### config.mk
export PLATFORM = sky130hd
export DESIGN_NAME = yuv_to_rgb_fixed_point
export DESIGN_NICKNAME = d
export VERILOG_FILES = /design/src/rtl/core/y2r_pkg.sv /design/src/rtl/core/y2r_regs.sv /design/src/rtl/core/y2r_cvt.sv /design/src/rtl/core/yuv_to_rgb_fixed_point.sv
export SDC_FILE = /design/constraint.sdc
export NUM_CORES = 1
export LEC_CHECK = 0
export ABC_AREA = 1
export BUFFER_PORTS_ARGS = -buffer_cell sky130_fd_sc_hd__buf_2
export CORE_MARGIN = 2
export CORE_UTILIZATION = 49
export DETAILED_ROUTE_END_ITERATION = 6
export PLACE_DENSITY = 0.71
export SLEW_MARGIN = 20
export SYNTH_ARGS = -nofsm -noshare
export SYNTH_HDL_FRONTEND = slang
export SYNTH_HIERARCHICAL = 1
export SYNTH_SLANG_ARGS = --single-unit
export TNS_END_PERCENT = 50
### constraint.sdc
create_clock -name i_clk -period 5.8 [get_ports i_clk]
set_clock_uncertainty 0.05 [all_clocks]
set_input_delay 0.29 -clock i_clk [delete_from_list [all_inputs] [get_ports i_clk]]
set_output_delay 0.29 -clock i_clk [all_outputs]
set_load 0.05 [all_outputs]
### src/rtl/core/y2r_pkg.sv
// Package for the YUV to RGB converter: pixel and color types, coefficient sets,
// register map constants and the channel clamp.
// No dependencies.
package y2r_pkg;

    localparam int QShift   = 10;
    localparam int AddrW    = 3;
    localparam int ApbDataW = 32;
    localparam int PixelW   = 24;

    // Register index is paddr[2]; only the standard select register exists.
    localparam logic REG_COLOUR_STD = 1'b0;

    typedef logic signed [11:0] t_coef;

    typedef struct packed {
        t_coef rv;
        t_coef gu;
        t_coef gv;
        t_coef bu;
    } t_coef_set;

    // Packed structs list the highest bits first.
    typedef struct packed {
        logic signed [7:0] chroma_red;
        logic signed [7:0] chroma_blue;
        logic        [7:0] luma;
    } t_yuv;

    typedef struct packed {
        logic [7:0] blue;
        logic [7:0] green;
        logic [7:0] red;
    } t_rgb;

    typedef struct packed {
        logic bt709;
    } t_cfg;

    function automatic t_coef_set coef_set(input logic bt709);
        t_coef_set c;
        if (bt709) begin
            c.rv = 12'sd1608;
            c.gu = -12'sd191;
            c.gv = -12'sd478;
            c.bu = 12'sd1900;
        end else begin
            c.rv = 12'sd1437;
            c.gu = -12'sd352;
            c.gv = -12'sd731;
            c.bu = 12'sd1812;
        end
        return c;
    endfunction

    function automatic logic [7:0] clamp8(input logic signed [11:0] v);
        logic [7:0] res;
        if (v < 12'sd0) begin
            res = 8'd0;
        end else if (v > 12'sd255) begin
            res = 8'hFF;
        end else begin
            res = v[7:0];
        end
        return res;
    endfunction

endpackage

### src/rtl/core/y2r_regs.sv
// APB configuration register of the YUV to RGB converter (standard select).
// Depends on y2r_pkg.
module y2r_regs (
    input  logic                          i_clk,
    input  logic                          i_rst_n,
    input  logic                          psel,
    input  logic                          penable,
    input  logic                          pwrite,
    input  logic [y2r_pkg::AddrW-1:0]     paddr,
    input  logic [y2r_pkg::ApbDataW-1:0]  pwdata,
    output logic [y2r_pkg::ApbDataW-1:0]  prdata,
    output logic                          pready,
    output y2r_pkg::t_cfg                 o_cfg
);

    logic r_bt709;
    logic n_bt709;
    logic wr_std;

    assign pready = 1'b1;
    assign wr_std = psel && penable && pwrite && (paddr[2] == y2r_pkg::REG_COLOUR_STD);

    always_comb begin
        n_bt709 = r_bt709;
        if (wr_std) begin
            n_bt709 = pwdata[0];
        end
    end

    always_ff @(posedge i_clk) begin
        if (!i_rst_n) begin
            r_bt709 <= 1'b0;
        end else begin
            r_bt709 <= n_bt709;
        end
    end

    always_comb begin
        prdata = '0;
        if (paddr[2] == y2r_pkg::REG_COLOUR_STD) begin
            prdata[0] = r_bt709;
        end
    end

    assign o_cfg.bt709 = r_bt709;

endmodule

### src/rtl/core/y2r_cvt.sv
// Color math of the YUV to RGB converter: Q10 chroma products, floor, sum and clamp.
// Depends on y2r_pkg.
module y2r_cvt (
    input  y2r_pkg::t_yuv i_yuv,
    input  y2r_pkg::t_cfg i_cfg,
    output y2r_pkg::t_rgb o_rgb
);

    y2r_pkg::t_coef_set k;
    logic signed [19:0] p_rv, p_gu, p_gv, p_bu;
    logic signed [9:0]  t_rv, t_gu, t_gv, t_bu;
    logic signed [11:0] y_ext, s_r, s_g, s_b;

    assign k = y2r_pkg::coef_set(i_cfg.bt709);

    assign p_rv = $signed(k.rv) * $signed(i_yuv.chroma_red);
    assign p_gu = $signed(k.gu) * $signed(i_yuv.chroma_blue);
    assign p_gv = $signed(k.gv) * $signed(i_yuv.chroma_red);
    assign p_bu = $signed(k.bu) * $signed(i_yuv.chroma_blue);

    // Dropping the low ten bits of a two's complement product floors it.
    assign t_rv = p_rv[19:y2r_pkg::QShift];
    assign t_gu = p_gu[19:y2r_pkg::QShift];
    assign t_gv = p_gv[19:y2r_pkg::QShift];
    assign t_bu = p_bu[19:y2r_pkg::QShift];

    assign y_ext = $signed({4'b0000, i_yuv.luma});
    assign s_r = y_ext + {{2{t_rv[9]}}, t_rv};
    assign s_g = y_ext + {{2{t_gu[9]}}, t_gu} + {{2{t_gv[9]}}, t_gv};
    assign s_b = y_ext + {{2{t_bu[9]}}, t_bu};

    assign o_rgb.red   = y2r_pkg::clamp8(s_r);
    assign o_rgb.green = y2r_pkg::clamp8(s_g);
    assign o_rgb.blue  = y2r_pkg::clamp8(s_b);

endmodule

### src/rtl/core/yuv_to_rgb_fixed_point.sv
// Channel      | Dir | Payload
// s_axis       | in  | tdata[7:0] luma, [15:8] chroma_blue, [23:16] chroma_red
// m_axis       | out | tdata[7:0] red, [15:8] green, [23:16] blue
// APB          | in  | register 0 at byte 0: bit 0 selects BT.709 (1) or BT.601 (0)
//
// One pixel per clock while m_axis does not stall; a result beat passes the input register
// and then the result register before it shows on m_axis.
// The input register feeds the multiply/clamp logic, which feeds the result register.
// Synchronous active-low reset empties both registers and selects BT.601.
// A stall on m_axis holds the result beat; the input register still fills behind it.
// Depends on y2r_pkg, y2r_regs and y2r_cvt.
module yuv_to_rgb_fixed_point (
    input  logic                          i_clk,
    input  logic                          i_rst_n,
    input  logic                          i_s_axis_tvalid,
    output logic                          o_s_axis_tready,
    input  logic [y2r_pkg::PixelW-1:0]    i_s_axis_tdata,  // luma, chroma_blue, chroma_red
    output logic                          o_m_axis_tvalid,
    input  logic                          i_m_axis_tready,
    output logic [y2r_pkg::PixelW-1:0]    o_m_axis_tdata,  // red, green, blue
    input  logic                          psel,
    input  logic                          penable,
    input  logic                          pwrite,
    input  logic [y2r_pkg::AddrW-1:0]     paddr,
    input  logic [y2r_pkg::ApbDataW-1:0]  pwdata,
    output logic [y2r_pkg::ApbDataW-1:0]  prdata,
    output logic                          pready
);

    y2r_pkg::t_cfg cfg;
    y2r_pkg::t_yuv r_yuv;
    y2r_pkg::t_rgb rgb;
    y2r_pkg::t_rgb r_rgb;
    logic r_v1, n_v1, r_v2, n_v2;
    logic s_acc, adv;

    y2r_regs u_regs (
        .i_clk   (i_clk),
        .i_rst_n (i_rst_n),
        .psel    (psel),
        .penable (penable),
        .pwrite  (pwrite),
        .paddr   (paddr),
        .pwdata  (pwdata),
        .prdata  (prdata),
        .pready  (pready),
        .o_cfg   (cfg)
    );

    y2r_cvt u_cvt (
        .i_yuv (r_yuv),
        .i_cfg (cfg),
        .o_rgb (rgb)
    );

    // The result register frees up when empty or when its beat is taken.
    assign adv             = r_v1 && (!r_v2 || i_m_axis_tready);
    assign o_s_axis_tready = !r_v1 || !r_v2 || i_m_axis_tready;
    assign s_acc           = i_s_axis_tvalid && o_s_axis_tready;

    always_comb begin
        n_v1 = r_v1;
        if (s_acc) begin
            n_v1 = 1'b1;
        end else if (adv) begin
            n_v1 = 1'b0;
        end
        n_v2 = r_v2;
        if (adv) begin
            n_v2 = 1'b1;
        end else if (i_m_axis_tready) begin
            n_v2 = 1'b0;
        end
    end

    always_ff @(posedge i_clk) begin
        if (!i_rst_n) begin
            r_v1 <= 1'b0;
            r_v2 <= 1'b0;
        end else begin
            r_v1 <= n_v1;
            r_v2 <= n_v2;
        end
    end

    always_ff @(posedge i_clk) begin
        if (s_acc) begin
            r_yuv <= i_s_axis_tdata;
        end
        if (adv) begin
            r_rgb <= rgb;
        end
    end

    assign o_m_axis_tvalid = r_v2;
    assign o_m_axis_tdata  = r_rgb;

endmodule

* Yosys cells after proc, flatten, opt, wreduce, memory -nomap -nowiden
Cells that the tools add are included.
** Word-level totals
- Memory bits (read-only) :: 0
- Latch bits :: 0
- Register bits :: 51
- Input bits :: 66
- Bits in writable memories :: 0
- Memories kept :: 0
- Output and inout bits :: 59
- Word-level logic and storage cells :: 45
** Cells by class
- Bitwise logic cells :: 1
- Muxes and demuxes :: 9
- Reductions and logical operators :: 12
- $mul :: 4
- Div/mod/pow operators :: 0
- Eq/ne operators :: 0
- Shifts and indexed selects :: 0
- $add $sub $neg :: 4
- $lt $le $gt $ge :: 6
** Operators with widths (number)
- 12-bit by 8-bit multiplier with 20-bit output :: 4
- 46-bit two-way mux :: 1
- 12-bit by 9-bit > comparator with 1-bit output, second input constant :: 3
- 12-bit by 1-bit < comparator with 1-bit output, second input constant :: 3
- 9-bit by 10-bit adder with 11-bit output :: 3
- 8-bit two-way mux :: 3
- 12-bit adder :: 1
- 1-bit logical AND :: 5
- 1-bit two-way mux :: 5
- 2-bit nonzero test :: 2
- 1-bit logical OR :: 3
- 1-bit zero test :: 2
- 1-bit NOT :: 1

* Logic depth before layout (Yosys ltp)
Gate-level depths: netlist of the first run.
- Depth after elaboration :: 6
- Depth in mapped cells :: 36
- Gate-level depth less buffers :: 35

* By module
The synthesis of the first run kept the hierarchy.
** By module, submodules not included
- y2r_cvt :: seq. area each 0.0 um^2, area each 9725.6 um^2, instances 1, cells each 1244
- yuv_to_rgb_fixed_point :: seq. area each 1481.4 um^2, area each 1535.2 um^2, instances 1, cells each 60
- y2r_regs :: seq. area each 20.0 um^2, area each 314.1 um^2, instances 1, cells each 46

* Worst setup path after synthesis of the first run
OpenSTA, ideal clock, no wires.
- Path kind :: register to register
- Start point :: register r_yuv[21] in the netlist's numbering
- End point :: register r_rgb, in the netlist o_m_axis_tdata[10], data pin
- Path slack :: -633 ps
- Cell stages (with the launch flop) :: 32
- Library setup time :: 250 ps
- Arrival :: 6132 ps
- Path buffers :: 0
- Required time :: 5500 ps
- Period minus slack after synthesis :: 6433 ps
- Cell sequence :: edfxtp_1 > inv_1 > nor2_1 > inv_1 > fa_1 > fa_1 > inv_1 > fa_1 > inv_1 > fa_1 > inv_1 > ha_1 > inv_1 > o21bai_1 > nand2_1 > nand2_1 > nand2_1 > nand2_1 > nand3_1 > nand3b_1 > nand2_1 > fa_1 > inv_1 > ha_1 > a21oi_1 > nand2_1 > a21o_1 > xor2_1 > a21oi_2 > nand4_1 > nand2_1 > inv_1
** Between the ends
- Longest elaborated chain between the ends :: 4
- Elaborated cells between the ends (all ways) :: 5
- Those cells by class :: 1 x add/sub; 1 x mul; 2 x order compare; 1 x mux
** RTL lines
- start, declared :: line yuv_to_rgb_fixed_point.sv:31 : y2r_pkg::t_yuv r_yuv;
- start signal, assigned :: line yuv_to_rgb_fixed_point.sv:88 : r_yuv <= i_s_axis_tdata;
- 12-bit by 8-bit multiplier with 20-bit output * :: line y2r_cvt.sv:18 : assign p_gv = $signed(k.gv) * $signed(i_yuv.chroma_red);
- 12-bit adder * :: line y2r_cvt.sv:29 : assign s_g = y_ext + {{2{t_gu[9]}}, t_gu} + {{2{t_gv[9]}}, t_gv};
- 12-bit by 9-bit > comparator with 1-bit output :: line y2r_pkg.sv:60 : end else if (v > 12'sd255) begin
- 8-bit two-way mux :: line y2r_pkg.sv:60
- end signal, assigned :: line yuv_to_rgb_fixed_point.sv:91 : r_rgb <= rgb;
- end, declared :: line yuv_to_rgb_fixed_point.sv:33 : y2r_pkg::t_rgb r_rgb;
Mark *: on every way between the ends. The rest lies on a longest branch, timed or not.
A chain may end at the register's enable or synchronous reset.

* Worst setup path in the final report of the first run
- Start point :: register u_regs.r_bt709 (netlist: u_regs/o_cfg)
- End point :: register r_rgb, in the netlist o_m_axis_tdata[11], data pin
** Between the ends
- Longest elaborated chain between the ends :: 6
- Elaborated cells between the ends (all ways) :: 8
- Those cells by class :: 2 x add/sub; 2 x mul; 2 x order compare; 2 x mux
** RTL lines
- start, declared :: line y2r_regs.sv:16 : logic r_bt709;
- start signal, assigned :: line y2r_regs.sv:34 : r_bt709 <= n_bt709;
- 46-bit two-way mux * :: line y2r_pkg.sv:42 : if (bt709) begin
- 12-bit by 8-bit multiplier with 20-bit output :: line y2r_cvt.sv:17 : assign p_gu = $signed(k.gu) * $signed(i_yuv.chroma_blue);
- 9-bit by 10-bit adder with 11-bit output :: line y2r_cvt.sv:29
- 12-bit adder * :: line y2r_cvt.sv:29
- 12-bit by 9-bit > comparator with 1-bit output :: line y2r_pkg.sv:60
- 8-bit two-way mux :: line y2r_pkg.sv:60
Marks and branches as above.

==> qor.yml, run 1 <==
status:
  status: "complete, but fails checks"
  violations: "negative setup slack"
yosys:
  ys_seq_area_share_pct: 13.0
  yosysWarnings: 6
  ys_ff_latch: 51
  synthCells: 1350
  yosysTopAreaCell: "fa_1"
  synth.cell_area_um2: 11600
  synth_cell_types: 42
  ys_top_cells_by_area: "fa_1 (27%), ha_1 (21%), edfxtp_1 (12%), inv_1 (12%), nand2_1 (6.2%)"
  synth.avg_cell_area_um2: 8.57
  synth_top_area_share_pct: 27.5
sta:
  finalWorstSetupSlack_ns: -0.211
  fin_crit_ns: 6.01
  max_freq_mhz: 166
  setup_viol: 19
  finalCritPeriodShare_pct: 104
  slew_violations: 0
  rsz0062_at_grt: "true"
  hold_violations: 0
  worst_slew_pin_slew_ns: 0.968
  slew_headroom_pct: 35.5
clock_tree:
  root_buffer: "clkbuf_16"
  cts_buffers: 5
  clkLatencyLatePin_ns: 0.31
  htree_levels: 2
  cts_sinks: 51
  cts_hold_buffers: 0
  cts_tree: "done"
  clk_pin_slew_ns: 0.08
  cts_buffer_depth: 2
worst_hold_path:
  hold_class: "input port to flop"
  hold_depth: 1
  hold_end: "r_yuv[21]$_DFFE_PP_"
  min_from: "i_s_axis_tdata[21]"
job:
  max_cap_violations: 0
die:
  floorplan.core_area_um2: 23300
  dieArea_um2: 24900
  die_y_um: 158
  start_util_pct: 49.6
  chipWidth_um: 158
  rows: 56
  ios: 125
critical_path:
  arrival_ns: 6.03
  r2r_cells: 25
  path_common_cell: "inv_1"
  worstSetupStartpointType: "flop"
  r2r-end: "o_m_axis_tdata[11]$_DFFE_PP_"
  required_ns: 5.82
  slowest_delay_ns: 0.55
  end_kind: "flop"
  path_delay_family: "adder cells"
  r2r_start: "u_regs/o_cfg$_SDFFE_PN0P_"
  rrSetupSlack_ns: -0.21
  crit_buf_inv: 5
  crit_path_max_fanout: 14
  cp_slowest_cell: "fa_1"
  path_class: "flop to flop"
cells_and_area:
  layout_common_cells: "inv_1 (351), buf_4 (175), ha_1 (163)"
  nFillCells: 1929
  drive_gt1_share_pct: 27.9
  multiInputGateArea_um2: 9390
  final_cells: 1921
  nets: 2017
  insertedDiodeCount: 0
  syn2layout_area_growth_pct: 26.0
  register_area_um2: 1510
  final_common_cell: "inv_1"
grt:
  grt_pass1_vias: 9604
  grt_use_met1_pct: 27.1
  antenna_found_initial: 0
  use_met3_pct: 2.55
  global_route.usage.met2_pct: 40.8
  grt.busiest_layer: "met2"
  grt_max_degree: 25
  grt_first_pass_wirelength_um: 43600
  grtUsageTotal_pct: 22.2
  gr-total-overflow: 0
place:
  place.gp.congestion: 0.939
  dp.cells: 1892
  io_buffer_count: 59
  dp_hpwl_um: 23100
  place_ws_ns: -0.296
drt:
  firstDrtPassIters: 6
  vias: 9369
  drt_wl_total_um: 27700
  viasPerCell: 4.88
  ant_nets: 0
  first_iter_violations: 443
  routedWlPerCell_um: 14.4
  drc_errors: 0
[state kept, by name (all words and copies together), names as in the netlist]
signal,flops
o_m_axis_tdata,24
o_m_axis_tvalid,1
r_v1,1
r_yuv,24
u_regs/o_cfg,1
[timing repair]
item / in CTS / in global routing
gates resized for setup: 45 / 103
endpoints found under the setup margin: 16 / 24
buffers inserted: 11 / 11
pin swaps: 48 / 66
[metrics by stage]
step	hold slack [ns]	util (%)	cell area (µm²)	TNS (ns)
2_1_floorplan	0.339	-	12000	0
3_3_place_gp	0.417	58.5	13600	-1.87
3_5_place_dp	0.418	58.5	13600	-3.00
4_1_cts	0.0925	60.3	14100	-2.17
5_1_grt	0.0905	62.5	14600	-8.39
6_report	0.101	62.5	14600	-1.72
[layout make-up]
class / instances / area share (%)
clock buffers: 5 / 0.858
clock inverters: 3 / 0.180
inverters: 376 / 9.69
multi-input cells: 924 / 64.4
flip-flops and latches: 51 / 10.3
well taps: 319 / 2.74
repair buffers: 243 / 11.8
[worst max path at each step]
stage                               from                           end  slack (ns)  cells after the start
6_report       u_regs/o_cfg$_SDFFE_PN0P_  o_m_axis_tdata[11]$_DFFE_PP_       -0.21                     25
5_1_grt        u_regs/o_cfg$_SDFFE_PN0P_  o_m_axis_tdata[11]$_DFFE_PP_       -0.47                     25
4_1_cts        u_regs/o_cfg$_SDFFE_PN0P_  o_m_axis_tdata[11]$_DFFE_PP_       -0.18                     31
3_5_place_dp   u_regs/o_cfg$_SDFFE_PN0P_  o_m_axis_tdata[11]$_DFFE_PP_       -0.30                     27
3_3_place_gp   u_regs/o_cfg$_SDFFE_PN0P_  o_m_axis_tdata[10]$_DFFE_PP_       -0.22                     24
2_1_floorplan  u_regs/o_cfg$_SDFFE_PN0P_  o_m_axis_tdata[11]$_DFFE_PP_       0.007                     31
[metal layers]
| layer | share of wire (%) | up-vias | wire (µm) |
|---|---|---|---|
| met5 | 0 | - | 0 |
| met4 | 3.2 | 0 | 878 |
| met3 | 3.5 | 57 | 964 |
| met2 | 53 | 226 | 14700 |
| met1 | 40 | 4511 | 11100 |
| li1 | - | 4575 | - |
[cells by family after synthesis]
kind of cell             synth area share (%)
flip-flops                               13.0
adder cells (fa/ha/maj)                  48.1
AO/OA/AOI/OAI                            6.14
AND/OR/NAND/NOR                          13.6
XOR/XNOR                                 4.31
buffers and inverters                    14.7
other                                   0.130
[synth_stat cells (all sizes together)]
master / count
a211oi: 1
a21o: 9
a21oi: 73
a221oi: 1
a31o: 2
a31oi: 3
buf: 34
clkbuf: 10
conb: 4
dfxtp: 3
edfxtp: 48
fa: 159
ha: 191
inv: 376
nand2: 208
nand3: 51
nand3b: 3
nand4: 22
nor2: 49
nor3: 8
nor4: 2
o21a: 3
o21ai: 21
o21bai: 7
o221ai: 1
o31ai: 2
or2: 2
xnor2: 27
xor2: 30
[worst register-to-register path: cells and delay by family (launching register included)]
family	cells	cell delay, ns
and+or+nand+nor	6	0.73
adders and majority gates	7	2.87
AOI/OAI and AO/OA	5	0.94
buffers and inverters	5	0.41
xor gates and xnor gates	2	0.37
DFF	1	0.40
Power of run 1 is left out: the tool's default activity adds up to more than one toggle a clock period on the data nets, which glitch-free logic cannot reach.
==> run 2, diff against run 1 <==
ABC_AREA = 0   (was 1)
SKIP_LAST_GASP = 1   (was default)
clock period = 4.82 ns   (was 5.8 ns; I/O delays follow)
==> qor.yml, run 2 <==
yosys:
  ys_seq_area_share_pct: 13.9
  ys_ff_latch: 51
  synth_top_flop_cell: "edfxtp_1"
  yosysTopAreaCell: "fa_1"
  yosysWarnings: 6
  synthAdderAreaFrac_pct: 51.4
  synth_compound_area_share_pct: 10.3
  async_reset_ff_share_pct: 0
  synth.most_common_cell: "inv_1"
  ys_top_cells_by_area: "fa_1 (29%), ha_1 (22%), edfxtp_1 (13%), inv_1 (9.5%), xnor2_1 (2.8%)"
  muxShareOfSynthArea_pct: 0.289
  synth.cell_area_um2: 10800
  synth.avg_cell_area_um2: 9.90
  synth_top_area_share_pct: 29.4
  synthCells: 1095
  synth_cell_types: 60
  synth_xor_area_share_pct: 4.45
  synth_top_family_by_area: "adder cells"
  synth_common_cells: "inv_1 (273), ha_1 (191), fa_1 (159), a21oi_1 (49), edfxtp_1 (48)"
  synthSimpleGateAreaFrac_pct: 7.44
  synth_edf_count: 48
critical_path:
  end_kind: "flop"
  cp_slowest_cell: "fa_1"
  path_class: "flop to flop"
  worstSetupStartpointType: "flop"
  crit_path_max_fanout: 8
  slowest_delay_ns: 0.55
  arrival_ns: 6.69
  path_common_cell: "fa_1"
  required_ns: 4.85
place:
  place.gp.congestion: 0.852
  dp_hpwl_um: 20800
  dp.cells: 1661
  place_area_um2: 13300
  io_buffer_count: 59
clock_tree:
  htree_levels: 2
  cts_buffer_depth: 2
  cts_buffers: 5
  clk_pin_slew_ns: 0.08
  cts_tree: "done"
  clkLatencyLatePin_ns: 0.32
  root_buffer: "clkbuf_16"
  cts_sinks: 51
status:
  violations: "negative setup slack"
  status: "complete, but fails checks"
sta:
  finalCritPeriodShare_pct: 138
  slew_violations: 0
  fin_crit_ns: 6.66
  slew_headroom_pct: 26.5
  setup_viol: 24
  worst_slew_pin_slew_ns: 1.10
  fin_setup_tns_ns: -39.95
  max_freq_mhz: 150
  rsz0062_at_grt: "true"
  finalWorstSetupSlack_ns: -1.84
  hold_violations: 0
grt:
  antenna_found_initial: 0
  grtUsageTotal_pct: 21.1
  gr-total-overflow: 0
  grt_pass1_vias: 8582
  grt_first_pass_wirelength_um: 39800
  grt_max_degree: 25
cells_and_area:
  stdcell_area_um2: 13700
  final_cells: 1681
  nFillCells: 1746
  final_common_cell: "inv_1"
  nets: 1816
  syn2layout_area_growth_pct: 26.1
  layout_common_cells: "inv_1 (262), buf_4 (236), ha_1 (185)"
  drive_gt1_share_pct: 28.1
  insertedDiodeCount: 0
die:
  ios: 125
  floorplan.core_area_um2: 21800
  die_y_um: 153
  dieArea_um2: 23300
  start_util_pct: 49.8
  chipWidth_um: 153
  rows: 54
drt:
  drc_errors: 0
  vias: 8161
  routedWlPerCell_um: 14.3
  firstDrtPassIters: 4
  viasPerCell: 4.85
  first_iter_violations: 292
  drt_wl_total_um: 24000
  ant_nets: 0
worst_hold_path:
  hold_class: "input port to flop"
job:
  max_cap_violations: 0
## run 2: cell count changes after synthesis, moves of 12 or more
| cell | before | now |
|---|---|---|
| a21oi_1 | 70 | 49 |
| and2_1 | 0 | 12 |
| nand3_1 | 44 | 5 |
| inv_1 | 374 | 273 |
| nor2b_1 | 0 | 14 |
| nand4_1 | 22 | 2 |
| a21o_1 | 9 | 22 |
| o21a_1 | 3 | 18 |
| nand2_1 | 192 | 41 |
| nand2_2 | 13 | 0 |
## run 2: cells by family after synthesis
| family | after synthesis |
|---|---|
| and+or+nand+nor | 155 |
| DFF | 51 |
| other | 4 |
| muxes | 3 |
| adders and majority gates | 350 |
| AOI/OAI and AO/OA | 159 |
| xor gates and xnor gates | 55 |
| buffers and inverters | 318 |
## run 2: through the flow
| step | setup WS [ns] | utilization, % | hold slack, ns |
|---|---|---|---|
| 4_1_cts | -1.72 | 62.3 | 0.0377 |
| 3_5_place_dp | -1.99 | 61.0 | 0.370 |
| 5_1_grt | -2.16 | 62.8 | 0.0383 |
| 6_report | -1.84 | 62.8 | 0.0442 |
| 2_1_floorplan | -1.50 | - | 0.290 |
| 3_3_place_gp | -1.81 | 61.0 | 0.368 |
## run 2: path summary, 6_finish.rpt
path | cells past startpoint | end | start | slack, ns
setup reg to reg | 28 | o_m_axis_tdata[13]$_DFFE_PP_ | u_regs/o_cfg$_SDFFE_PN0P_ | -1.84
hold / removal | 1 | r_yuv[17]$_DFFE_PP_ | i_s_axis_tdata[17] | 0.04
setup / recovery | 28 | o_m_axis_tdata[13]$_DFFE_PP_ | u_regs/o_cfg$_SDFFE_PN0P_ | -1.84
hold reg to reg | 2 | r_v1$_SDFFE_PN0P_ | o_m_axis_tvalid$_SDFFE_PN0P_ | 0.49
## run 2: metal layers
metal  GRT usage, %  vias to the layer above  routed length, µm
met2           40.1                      114              12900
met4           5.47                        0                442
met3           2.59                       29                604
met1           25.3                     4002              10000
met5              0                        -                  0
li1               -                     4016                  -
## run 2: cell type report
| type | instances | area, µm² | area share (%) |
|---|---|---|---|
| multi-input cells | 771 | 8500 | 62.2 |
| repair buffers | 298 | 2120 | 15.5 |
| flip-flops and latches | 51 | 1510 | 11.0 |
| inverters | 273 | 1030 | 7.52 |
| well taps | 280 | 350 | 2.56 |
| clock buffers | 5 | 125 | 0.916 |
| clock inverters | 3 | 33.8 | 0.247 |
## run 2: what timing repair did
| action | 4_1_cts | 5_1_grt |
|---|---|---|
| endpoints found under the setup margin | 24 | 24 |
| gates resized for setup | 20 | 8 |
| hold buffers | 0 | 0 |
| setup buffers | 7 | 4 |
| gates cloned | 0 | 1 |
| pin swaps | 9 | 16 |
## run 2: critical path: cells and delay by family, from the launching register on
family / cells / cell delay, ns
simple gates: 5 / 0.81
flops: 1 / 0.45
fa+ha+maj: 7 / 3.19
buf+inv: 7 / 0.58
compound gates: 9 / 1.32
Power of run 2 is left out for the same reason.
==> run 3, diff against run 2 <==
CORE_MARGIN = default   (was 2)
CORE_UTILIZATION = 45   (was 49)
PLACE_DENSITY = 0.67   (was 0.71)
==> qor.yml, run 3 (synthesis gave the netlist of run 2 again) <==
place:
  place_ws_ns: -1.89
  io_buffer_count: 59
  place.gp.congestion: 0.823
  dp_hpwl_um: 21000
critical_path:
  end_kind: "flop"
  startpoint: "u_regs/o_cfg$_SDFFE_PN0P_"
  required_ns: 4.84
  r2r_start: "u_regs/o_cfg$_SDFFE_PN0P_"
  arrival_ns: 6.55
  crit_path_max_fanout: 11
  worstSetupStartpointType: "flop"
  slowest_delay_ns: 0.57
  cp_slowest_cell: "fa_1"
  path_class: "flop to flop"
  path_delay_family: "adder cells"
  crit_buf_inv: 8
grt:
  grt_pass1_vias: 8726
  grt_max_degree: 25
  gr-total-overflow: 0
  antenna_found_initial: 0
  grtUsageTotal_pct: 21.1
  grt_first_pass_wirelength_um: 40300
sta:
  finalCritPeriodShare_pct: 135
  rsz0062_at_grt: "true"
  slew_headroom_pct: 28.3
  slew_violations: 0
  hold_violations: 0
  setup_viol: 24
  worst_slew_pin_slew_ns: 1.07
  fin_crit_ns: 6.53
  finalWorstSetupSlack_ns: -1.71
  max_freq_mhz: 153
die:
  start_util_pct: 46.0
  dieArea_um2: 24700
  die_y_um: 157
  ios: 125
  floorplan.core_area_um2: 23500
  chipWidth_um: 157
  rows: 56
drt:
  drt_wl_total_um: 24300
  first_iter_violations: 279
  ant_nets: 0
  viasPerCell: 4.68
  firstDrtPassIters: 5
  routedWlPerCell_um: 14.1
  vias: 8095
  drc_errors: 0
clock_tree:
  clkLatencyLatePin_ns: 0.32
  cts_buffers: 5
  clk_pin_slew_ns: 0.09
  cts_sinks: 51
  cts_buffer_depth: 2
  root_buffer: "clkbuf_16"
  cts_tree: "done"
  htree_levels: 2
cells_and_area:
  drive_gt1_share_pct: 30.7
  nets: 1824
  syn2layout_area_growth_pct: 28.6
  fin_util_pct: 59.2
  final_common_cell: "inv_1"
  layout_common_cells: "inv_1 (261), buf_4 (243), ha_1 (178)"
  insertedDiodeCount: 0
worst_hold_path:
  hold_class: "input port to flop"
  min_from: "i_s_axis_tdata[21]"
status:
  status: "complete, but fails checks"
  violations: "negative setup slack"
job:
  max_cap_violations: 0
==> run 3: cell count changes in the layout (fill, tap and decap cells not counted), moves of 3 or more <==
cell,before,now
a21oi_1,35,28
buf_4,236,243
ha_1,185,178
a21oi_2,13,18
ha_4,6,10
o21ai_0,17,13
a211oi_1,3,0
a211oi_2,1,4
ha_2,0,3
nor2b_1,13,10
==> run 3: worst paths after layout <==
kind | endpoint | slack (ns) | cells after the start
worst max-delay path | o_m_axis_tdata[9]$_DFFE_PP_ | -1.71 | 29
worst min register to register | r_v1$_SDFFE_PN0P_ | 0.49 | 2
worst min-delay path | r_yuv[21]$_DFFE_PP_ | 0.04 | 1
worst max register to register | o_m_axis_tdata[9]$_DFFE_PP_ | -1.71 | 29
==> run 3: routing by layer <==
layer / GRT usage [%] / routed length (µm) / share of wire (%) / up-vias
li1: - / - / - / 4028
met1: 24.6 / 10200 / 42 / 3948
met2: 40.2 / 13000 / 54 / 90
met3: 2.23 / 533 / 2.2 / 29
met4: 6.15 / 598 / 2.5 / 0
met5: 0 / 0 / 0 / -
==> run 3: final cells by class <==
class / instances / area (µm²)
clock buffers: 5 / 125
clock inverters: 3 / 33.8
fillers: 2062 / 9600
inverters: 273 / 1030
multi-input cells: 771 / 8680
flip-flops and latches: 51 / 1510
well taps: 319 / 399
repair buffers: 306 / 2170
==> run 3: metrics by stage <==
stage	hold slack [ns]	cells	TNS, ns	instance area (µm²)
after floorplan	0.290	1140	-32.78	11200
after global placement	0.367	1702	-38.72	13300
after detailed placement	0.369	1702	-41.27	13300
after CTS	0.0296	1722	-37.04	13700
after global routing	0.0306	1728	-44.12	13900
final	0.0386	1728	-37.42	13900
==> run 3: what timing repair did <==
item	CTS	global route
pin swaps	15	49
hold buffers	0	0
buffers inserted	12	8
setup endpoints to repair	24	24
resized for setup	37	34
Power of run 3 is left out for the same reason.
